--- config.mk ---
export PLATFORM = sky130hd
export DESIGN_NAME = tree_reduce_node
export DESIGN_NICKNAME = d
export VERILOG_FILES = /design/src/rtl/trn_pkg.sv /design/src/rtl/tree_reduce_node.sv
export SDC_FILE = /design/constraint.sdc
export NUM_CORES = 1
export LEC_CHECK = 0
export BUFFER_PORTS_ARGS = -buffer_cell sky130_fd_sc_hd__buf_2
export CAP_MARGIN = 10
export CORE_MARGIN = 5
export CORE_UTILIZATION = 30
export DETAILED_ROUTE_END_ITERATION = 6
export PLACE_DENSITY_LB_ADDON = 0.2
export RECOVER_POWER = 50
export SLEW_MARGIN = 20
export SYNTH_ARGS = -nofsm -noshare
export SYNTH_HDL_FRONTEND = slang
export SYNTH_SLANG_ARGS = --single-unit
--- constraint.sdc ---
create_clock -name clk -period 11.48 [get_ports clk]
set_input_delay 0.574 -clock clk [delete_from_list [all_inputs] [get_ports clk]]
set_output_delay 0.574 -clock clk [all_outputs]
set_load 0.02 [all_outputs]
--- src/rtl/trn_pkg.sv ---
package trn_pkg;

  localparam int TotalW = 63;
  localparam int LocalW = 31;
  localparam int TickW  = 32;
  localparam int NumChW = 4;
  localparam int CfgIdxW  = 2;
  localparam int CfgDataW = 32;

  localparam logic [TotalW-1:0] TOTAL_MAX = {TotalW{1'b1}};
  localparam logic [TickW-1:0]  TICK_MAX  = {TickW{1'b1}};

  localparam logic [1:0] OP_TICK  = 2'd0;
  localparam logic [1:0] OP_REPLY = 2'd1;
  localparam logic [1:0] OP_START = 2'd2;

  localparam logic [CfgIdxW-1:0] REG_HAS_PARENT   = 2'd0;
  localparam logic [CfgIdxW-1:0] REG_NUM_CHILDREN = 2'd1;
  localparam logic [CfgIdxW-1:0] REG_INTERVAL     = 2'd2;

  localparam logic [TickW-1:0] INTERVAL_RST = 32'd1000;

  typedef enum logic [2:0] {
    ACT_NONE    = 3'd0,
    ACT_START   = 3'd1,
    ACT_PARTIAL = 3'd2,
    ACT_INVALID = 3'd3,
    ACT_FINAL   = 3'd4
  } action_t;

  typedef struct packed {
    logic [1:0]        operation;
    logic              cleanup;
    logic [LocalW-1:0] local_count;
    logic              child_valid;
    logic [TotalW-1:0] child_total;
  } in_item_t;

  typedef struct packed {
    action_t           action;
    logic              result_valid;
    logic [TotalW-1:0] result_total;
    logic              busy_res;
  } out_item_t;

endpackage

--- src/rtl/tree_reduce_node.sv ---
// One node of a periodic tree sum reduction.
// Input channel (in_valid/in_ready/in_data): one item per poll tick, child
// reply or parent start request; each item carries the local count and the
// cleanup flag. Result channel (out_valid/out_ready/out_data): exactly one
// item per input item, in order, giving the action taken, the reported
// total and whether a reduction is still outstanding.
// Configuration channel (cfg_valid/cfg_ready/cfg_index/cfg_data): always
// ready; index 0 has_parent, 1 num_children, 2 interval_ticks. Write only
// while no item is in flight.
// Result path: an accepted item waits in the input register until the result
// register can take it, then moves into the result register, which the node
// state updates along with.
// Throughput: one item per cycle while out_ready stays high; the combinational
// state update with one 3-operand 65-bit saturating add sets the clock limit.
// Reset (rst_n low, synchronous): both stages empty, node state and
// registers return to their defaults (has_parent 1, num_children 0,
// interval 1000 ticks, total valid).
// Receiver stall: the result register holds; the input register fills and
// in_ready drops until out_ready returns, so no item is lost.
module tree_reduce_node #(
  parameter int MAX_KIDS = 8
) (
  input  logic                        clk,
  input  logic                        rst_n,
  input  logic                        in_valid,
  output logic                        in_ready,
  input  trn_pkg::in_item_t           in_data,
  output logic                        out_valid,
  input  logic                        out_ready,
  output trn_pkg::out_item_t          out_data,
  input  logic                        cfg_valid,
  output logic                        cfg_ready,
  input  logic [trn_pkg::CfgIdxW-1:0]  cfg_index,
  input  logic [trn_pkg::CfgDataW-1:0] cfg_data
);
  import trn_pkg::*;

  localparam int CntBits = $clog2(MAX_KIDS + 1);
  localparam int CntW = (CntBits > NumChW) ? NumChW : CntBits;

  in_item_t          in_r;
  logic              in_vld_r;
  out_item_t         out_r, out_nxt;
  logic              out_vld_r;
  logic              fire;

  logic              has_parent_r;
  logic [NumChW-1:0] num_children_r;
  logic [TickW-1:0]  interval_r;

  logic              outst_r, outst_nxt;
  logic [CntW-1:0]   rcnt_r, rcnt_nxt;
  logic              sv_r, sv_nxt;
  logic [TotalW-1:0] total_r, total_nxt;
  logic [TickW-1:0]  ticks_r, ticks_nxt;
  logic              pend_r, pend_nxt;

  logic [CntW-1:0]   lim;
  logic [TickW-1:0]  ticks_inc;
  logic              pend_set;
  logic              take_reply;
  logic [CntW-1:0]   rcnt_upd;
  logic              done;
  logic [TotalW-1:0] add_b;
  logic [LocalW-1:0] add_c;
  logic [TotalW+1:0] sum3;
  logic [TotalW-1:0] sum_sat;
  logic              expired;
  logic              start;

  assign fire      = in_vld_r && (!out_vld_r || out_ready);
  assign in_ready  = !in_vld_r || fire;
  assign out_valid = out_vld_r;
  assign out_data  = out_r;
  assign cfg_ready = 1'b1;

  assign lim = (int'(num_children_r) > MAX_KIDS) ? CntW'(MAX_KIDS)
                                                 : CntW'(num_children_r);

  always_comb begin
    ticks_inc  = (in_r.operation == OP_TICK && ticks_r != TICK_MAX) ? ticks_r + 1'b1
                                                                   : ticks_r;
    pend_set   = pend_r || (in_r.operation == OP_START && has_parent_r);
    take_reply = outst_r && in_r.operation == OP_REPLY && rcnt_r < lim;
    rcnt_upd   = take_reply ? rcnt_r + 1'b1 : rcnt_r;
    done       = outst_r && rcnt_upd >= lim;
    add_b      = (take_reply && in_r.child_valid) ? in_r.child_total : '0;
    add_c      = done ? in_r.local_count : '0;
    sum3       = {2'b00, total_r} + {2'b00, add_b} + (TotalW + 2)'(add_c);
    sum_sat    = (sum3[TotalW+1:TotalW] != 2'b00) ? TOTAL_MAX : sum3[TotalW-1:0];
    expired    = ticks_inc >= interval_r || in_r.cleanup;
    start      = !outst_r && expired && (!has_parent_r || pend_set);
  end

  always_comb begin
    ticks_nxt = ticks_inc;
    pend_nxt  = pend_set;
    outst_nxt = outst_r;
    rcnt_nxt  = rcnt_upd;
    sv_nxt    = sv_r;
    total_nxt = total_r;
    out_nxt   = '{action: ACT_NONE, result_valid: 1'b0, result_total: '0, busy_res: 1'b0};
    if (outst_r) begin
      if (take_reply && !in_r.child_valid) begin
        sv_nxt = 1'b0;
      end
      total_nxt = sum_sat;
      if (done) begin
        outst_nxt = 1'b0;
        if (has_parent_r) begin
          out_nxt.action       = ACT_PARTIAL;
          out_nxt.result_valid = sv_nxt;
          out_nxt.result_total = sum_sat;
        end else if (sv_nxt) begin
          out_nxt.action       = ACT_FINAL;
          out_nxt.result_valid = 1'b1;
          out_nxt.result_total = sum_sat;
        end
      end
    end else begin
      if (expired && has_parent_r && pend_set) begin
        pend_nxt = 1'b0;
      end
      if (start && in_r.cleanup) begin
        sv_nxt = 1'b0;
        if (has_parent_r) begin
          out_nxt.action = ACT_INVALID;
        end
      end else if (start) begin
        ticks_nxt            = '0;
        outst_nxt            = 1'b1;
        rcnt_nxt             = '0;
        sv_nxt               = 1'b1;
        total_nxt            = '0;
        out_nxt.action       = ACT_START;
        out_nxt.result_valid = 1'b1;
      end
    end
    out_nxt.busy_res = outst_nxt;
  end

  always_ff @(posedge clk) begin
    if (!rst_n) begin
      in_vld_r  <= 1'b0;
      out_vld_r <= 1'b0;
    end else begin
      if (in_ready) begin
        in_vld_r <= in_valid;
      end
      if (fire) begin
        out_vld_r <= 1'b1;
      end else if (out_ready) begin
        out_vld_r <= 1'b0;
      end
    end
  end

  always_ff @(posedge clk) begin
    if (in_valid && in_ready) begin
      in_r <= in_data;
    end
    if (fire) begin
      out_r <= out_nxt;
    end
  end

  always_ff @(posedge clk) begin
    if (!rst_n) begin
      has_parent_r   <= 1'b1;
      num_children_r <= '0;
      interval_r     <= INTERVAL_RST;
    end else if (cfg_valid && cfg_ready) begin
      case (cfg_index)
        REG_HAS_PARENT:   has_parent_r   <= cfg_data[0];
        REG_NUM_CHILDREN: num_children_r <= cfg_data[NumChW-1:0];
        REG_INTERVAL:     interval_r     <= cfg_data[TickW-1:0];
        default: ;
      endcase
    end
  end

  always_ff @(posedge clk) begin
    if (!rst_n) begin
      outst_r <= 1'b0;
      rcnt_r  <= '0;
      sv_r    <= 1'b1;
      total_r <= '0;
      ticks_r <= '0;
      pend_r  <= 1'b0;
    end else if (fire) begin
      outst_r <= outst_nxt;
      rcnt_r  <= rcnt_nxt;
      sv_r    <= sv_nxt;
      total_r <= total_nxt;
      ticks_r <= ticks_nxt;
      pend_r  <= pend_nxt;
    end
  end

endmodule

# Word level (Yosys, flattened, before mapping)
# Index checks and enable logic that the tools add are counted.
# word_totals
register_bits	307
# op_classes
n_reduce_logical	36
order_cmp	4
muxes	36
n_eq_ne	6
add_sub_neg	4
# op_table
op	count
2-to-1 mux 63 bit	5
2-to-1 mux 67 bit	3
2-to-1 mux 32 bit	4
adder 64 x 31 -> 65 bit	1
adder 63 x 63 -> 64 bit	1
adder 32 x 1 -> 32 bit, second input constant	1
greater-or-equal comparator 32 bit	1
!= test 32 bit, second input constant	1
2-to-1 mux 31 bit	1
2-to-1 mux 4 bit	6
logical AND 1 bit	14
2-to-1 mux 1 bit	14
AND reduction 2 bit	5
nonzero test 2 bit	3
zero test 1 bit	5
logical OR 1 bit	5
adder 4 x 1 -> 4 bit, second input constant	1
== test 2 x 1 -> 1 bit, second input constant	2
== test 2 bit, second input constant	2
greater-or-equal comparator 4 bit	1
> comparator 4 bit, second input constant	1
zero test 2 bit	2
< comparator 4 bit	1
2-to-1 mux 2 bit	2
other kinds (4)	4

# Longest topological paths before layout
# logic_depth
depth_word	15
ltp_mapped	34
depth_no_buf	29

# Least setup slack after synthesis
# OpenSTA, ideal clock, no wires.
# synth_path
path_kind	register -> register
from	register num_children_r[3]
to	register out_r, in the netlist out_data[60] (data pin)
path_stages_with_launch	32
period_less_slack_ps	6693
slack_ps	4787
t_required_ps	11226
setup_ps	254
arrival_time_ps	6439
path_cell_list	dfxtp_1 > inv_1 > nand2_1 > ha_1 > a21boi_0 > o21ai_0 > nand2b_1 > a2111oi_4 > clkbuf_1 > xnor2_1 > ha_1 > nand2b_1 > a21o_1 > a21o_1 > a21oi_1 > nor2_1 > clkbuf_1 > and2_1 > fa_1 > fa_1 > a21o_1 > a221oi_2 > nand3b_1 > o211ai_1 > o21ai_1 > nor2_1 > o21a_1 > a32o_1 > clkbuf_2 > buf_4 > buf_2 > o21a_1
# synth_via
elab_chain_len	13
elab_cells_between_ends	20
classes_between	2 x add/sub; 3 x order compare; 9 x mux; 6 x reduce/logical
# synth_lines
element	line	rtl
start, declared	tree_reduce_node.sv:48	logic [NumChW-1:0] num_children_r;
start signal, assigned	tree_reduce_node.sv:175	REG_NUM_CHILDREN: num_children_r <= cfg_data[NumChW-1:0];
> comparator 4 bit	tree_reduce_node.sv:77	assign lim = (int'(num_children_r) > MAX_KIDS) ? CntW'(MAX_KIDS)
2-to-1 mux 4 bit *	tree_reduce_node.sv:77	
parallel branches: the longest is 11 deep, another holds adder 64 x 31 -> 65 bit	--	
end signal, assigned	tree_reduce_node.sv:163	out_r <= out_nxt;
end, declared	tree_reduce_node.sv:43	out_item_t out_r, out_nxt;
# Mark *: on every way between the ends. The select of a mux whose other input is x is not followed.
# A chain may end at the register's enable or synchronous reset.

# Final worst setup path
# layout_path
from	register num_children_r[3]
to	register total_r[10]
# layout_via
elab_chain_len	12
elab_cells_between_ends	15
classes_between	2 x add/sub; 3 x order compare; 6 x mux; 4 x reduce/logical
# layout_lines
element	line	rtl
> comparator 4 bit	tree_reduce_node.sv:77	
2-to-1 mux 4 bit *	tree_reduce_node.sv:77	
parallel branches: the longest is 6 deep, another holds adder 63 x 63 -> 64 bit	--	
adder 64 x 31 -> 65 bit *	tree_reduce_node.sv:89	sum3 = {2'b00, total_r} + {2'b00, add_b} + (TotalW + 2)'(add_c);
nonzero test 2 bit	tree_reduce_node.sv:90	sum_sat = (sum3[TotalW+1:TotalW] != 2'b00) ? TOTAL_MAX : sum3[TotalW-1:0];
2-to-1 mux 63 bit *	tree_reduce_node.sv:90	
2-to-1 mux 63 bit *	tree_reduce_node.sv:103	if (outst_r) begin
end signal, assigned	tree_reduce_node.sv:194	total_r <= total_nxt;
end, declared	tree_reduce_node.sv:54	logic [TotalW-1:0] total_r, total_nxt;
# Mark *: on every way between the ends.

==> results.md <==
* Outcome: finished, violations left
* Failing checks: capacitance limit, slew limit
* Critical path's largest stage delay at 550 ps
* Worst path arrival time at 8960 ps
* 1st-pass router iterations at 5
* GPL Wtd Cong at 0.902
* Final hold viol count at 0
* Area fraction of the dominant cell type after synthesis at 0.278
* DP Worst Slack at between 2000 and 3000 ps
* Core area at about 59000 µm²
* CTS sink count at 307
* WP depth at 30
* Setup violators final at 0
* Worst Reg2Reg Path Length in Cells at 30
* Post-route ant nets at 0
* Crit-path leading delay family: compound AO/OA/AOI/OAI gates
* H-Tree Level Count at 2
* Global-route wire length before repair at 81.2 mm
* Maximum vdd drop at between 100 and 150 µV
* Clock skew at around 32 ps
* CTS Buffer Depth at 3
* Post-cts resize count at 0
* Final Critical Period at 8500 ps
* Cell taking the most area after synthesis: edfxtp_1
* Inst Count DP at roughly 2700
* # rows at between 80 and 90
* Worst Hold Depth at 1
* CTS tree: built
* Total power draw at 2.62 mW
* Worst Setup Slack, final at slightly below 3000 ps
* Setup bufs post-CTS at 0
* Vias at 14000
* CP bufs+invs at 4
* Routed WL per cell at 18.5 µm
* Ant. Diodes at 0
* Most common cell in the netlist: nor2_1
* Avg Inst Size Synth at roughly 9.7 µm²
* Commonest cells post-synth: 194 x nor2_1, 192 x nand2_1, 166 x edfxtp_1, 141 x dfxtp_1, 135 x ha_1
* Comb pwr share at 0.045
* Share of cells above drive strength 1 at 0.110
* Final #Nets at 2315
* Clock slew at reported path FFs at 60 ps
* RSZ-0062 raised after global routing: no
* Hold Startpoint: in_data[90]
* Antenna violations before repair at 0
* Non-Filler Instances at ~2800
* Power per cell area at 125 nW/µm²
* P_sw at ~0.6 mW
* Initial DRC Count at 960
* Setup TNS at 0 ps
* Die height at 254 µm
* Critical Path Source: num_children_r[3]$_SDFFE_PN0P_
* Post-synth EDFFs at 166
* Ys Warns at 0
* Leakage at 8.71 nW
* Port bufs at 206
* Global route overflow at 0
* Flop pwr share at 0.463
* Number of hold buffers added after CTS at 0
* P_int at 2.02 mW
* Worst slew pin tran at 3230 ps
* Critical path type: flip-flop to flip-flop
* Ys flop type: edfxtp_1
* Synth area leaders: edfxtp_1 28%, dfxtp_1 16%, ha_1 9.4%
* Total track usage at 0.158
* Synthesized cell area at ~18000 µm²
* Post-Syn Nets at 2156
* DP HPWL at around 38 mm
* Library cells used by synthesis at 73
* Seq/Total Area, Yosys at 0.435
* Vias in the first global route at 14400
* Remaining DRCs at 0
* Via density at 4.99
* Post-synth ARST share at 0
* Largest net degree at the start of global routing at 78
* Clock power frac at 0.492
* CP max FO at between 60 and 70
* CTS Buf Count at 39
* Initial Util at 0.303
* Max-slew headroom at -1.16
* Die Wd at roughly 250 µm
* Startpoint Class: flip-flop
* CP Data Required Time at 11940 ps
* Setup crit end kind: flip-flop
* Fin crit share at 0.740
* Hold WC Path Type: input port to flip-flop
* Slowest-stage cell, CP: a32o_4
* Final wirelength at 52.1 mm
* Sw Share at 0.229
* Slew Viols, Final at 218
* Die Footprint at 64800 µm²
* Flops & latches, synth at 307
* Clock Latency Late Sink at ~570 ps
* Ports at 208
* Max_cap viols at 4
* FF-to-FF Start: num_children_r[3]$_SDFFE_PN0P_
* CTS Root Cell: clkbuf_16
* Fmax at 118 MHz
* Syn Inst Count at 1852
* Area Overhead vs Synth at 16.4%
==> power by group through the flow <==
stage                     clock network, mW  registers, mW  logic, mW
after global routing                   1.38           1.21      0.132
after global placement                    0           1.23      0.121
after floorplan                           0           1.23     0.0553
final                                  1.29           1.21      0.118
after detailed placement                  0           1.23      0.123
after CTS                              1.33           1.21      0.123
==> path summary, 6_finish.rpt <==
| path | end | slack (ps) |
|---|---|---|
| worst max-delay path | total_r[10]$_SDFFE_PN0P_ | 2980 |
| worst min register to register | total_r[16]$_SDFFE_PN0P_ | 470 |
| worst min-delay path | in_r[90]$_DFFE_PP_ | 180 |
| worst max register to register | total_r[10]$_SDFFE_PN0P_ | 2980 |
==> per-stage QoR <==
stage / hold WS [ps] / cell area (µm²) / utilization
floorplan: 432 / 17900 / -
global route: 148 / 20900 / 0.353
global placement: 445 / 19600 / 0.332
CTS: 138 / 21000 / 0.355
finish: 177 / 20900 / 0.353
detailed placement: 450 / 19600 / 0.332
==> metal layers <==
metal / GRT usage / share of wire
met5: 0 / 0
met3: 0.0250 / 0.046
met1: 0.220 / 0.47
met2: 0.253 / 0.45
met4: 0.0519 / 0.028
==> layout make-up <==
class	count	area (µm²)
Clock inverter	19	215
Fill cell	6023	38300
Sequential cell	307	7810
Multi-Input combinational cell	1357	9400
Inverter	86	324
Tap cell	773	967
Timing Repair Buffer	220	1030
Clock buffer	53	1130
==> layout by cell type (no fill, tap or decap), types with 55 or more instances in the layout <==
| master | synthesis | final |
|---|---|---|
| buf_2 | 14 | 122 |
| inv_1 | 86 | 85 |
| dfxtp_1 | 141 | 141 |
| clkbuf_1 | 79 | 93 |
| xnor2_1 | 55 | 55 |
| and3_1 | 68 | 68 |
| nand3_1 | 57 | 57 |
| a21oi_1 | 96 | 96 |
| nand2_1 | 192 | 191 |
| ha_1 | 135 | 135 |
| edfxtp_1 | 166 | 166 |
| nor2_1 | 194 | 193 |
==> logic make-up (layout without fill, tap and decap cells) <==
family                     Yosys count  in the layout  synth area share
AOI/OAI and AO/OA                  420            420             0.164
xor gates and xnor gates            99             99            0.0484
adders and majority gates          167            167             0.130
buffers and inverters              188            378            0.0421
DFF                                307            307             0.435
muxes                                6              6           0.00349
other                                1              1          0.000209
and+or+nand+nor                    664            664             0.177
==> flip-flops by register name (all words and copies together) (netlist names) <==
register        cells
ticks_r            32
num_children_r      4
out_valid           1
total_r            63
in_r               98
in_vld_r            1
outst_r             1
sv_r                1
interval_r         32
has_parent_r        1
pend_r              1
out_data           68
rcnt_r              4
No activity file was read; power rests on OpenSTA's default activity.
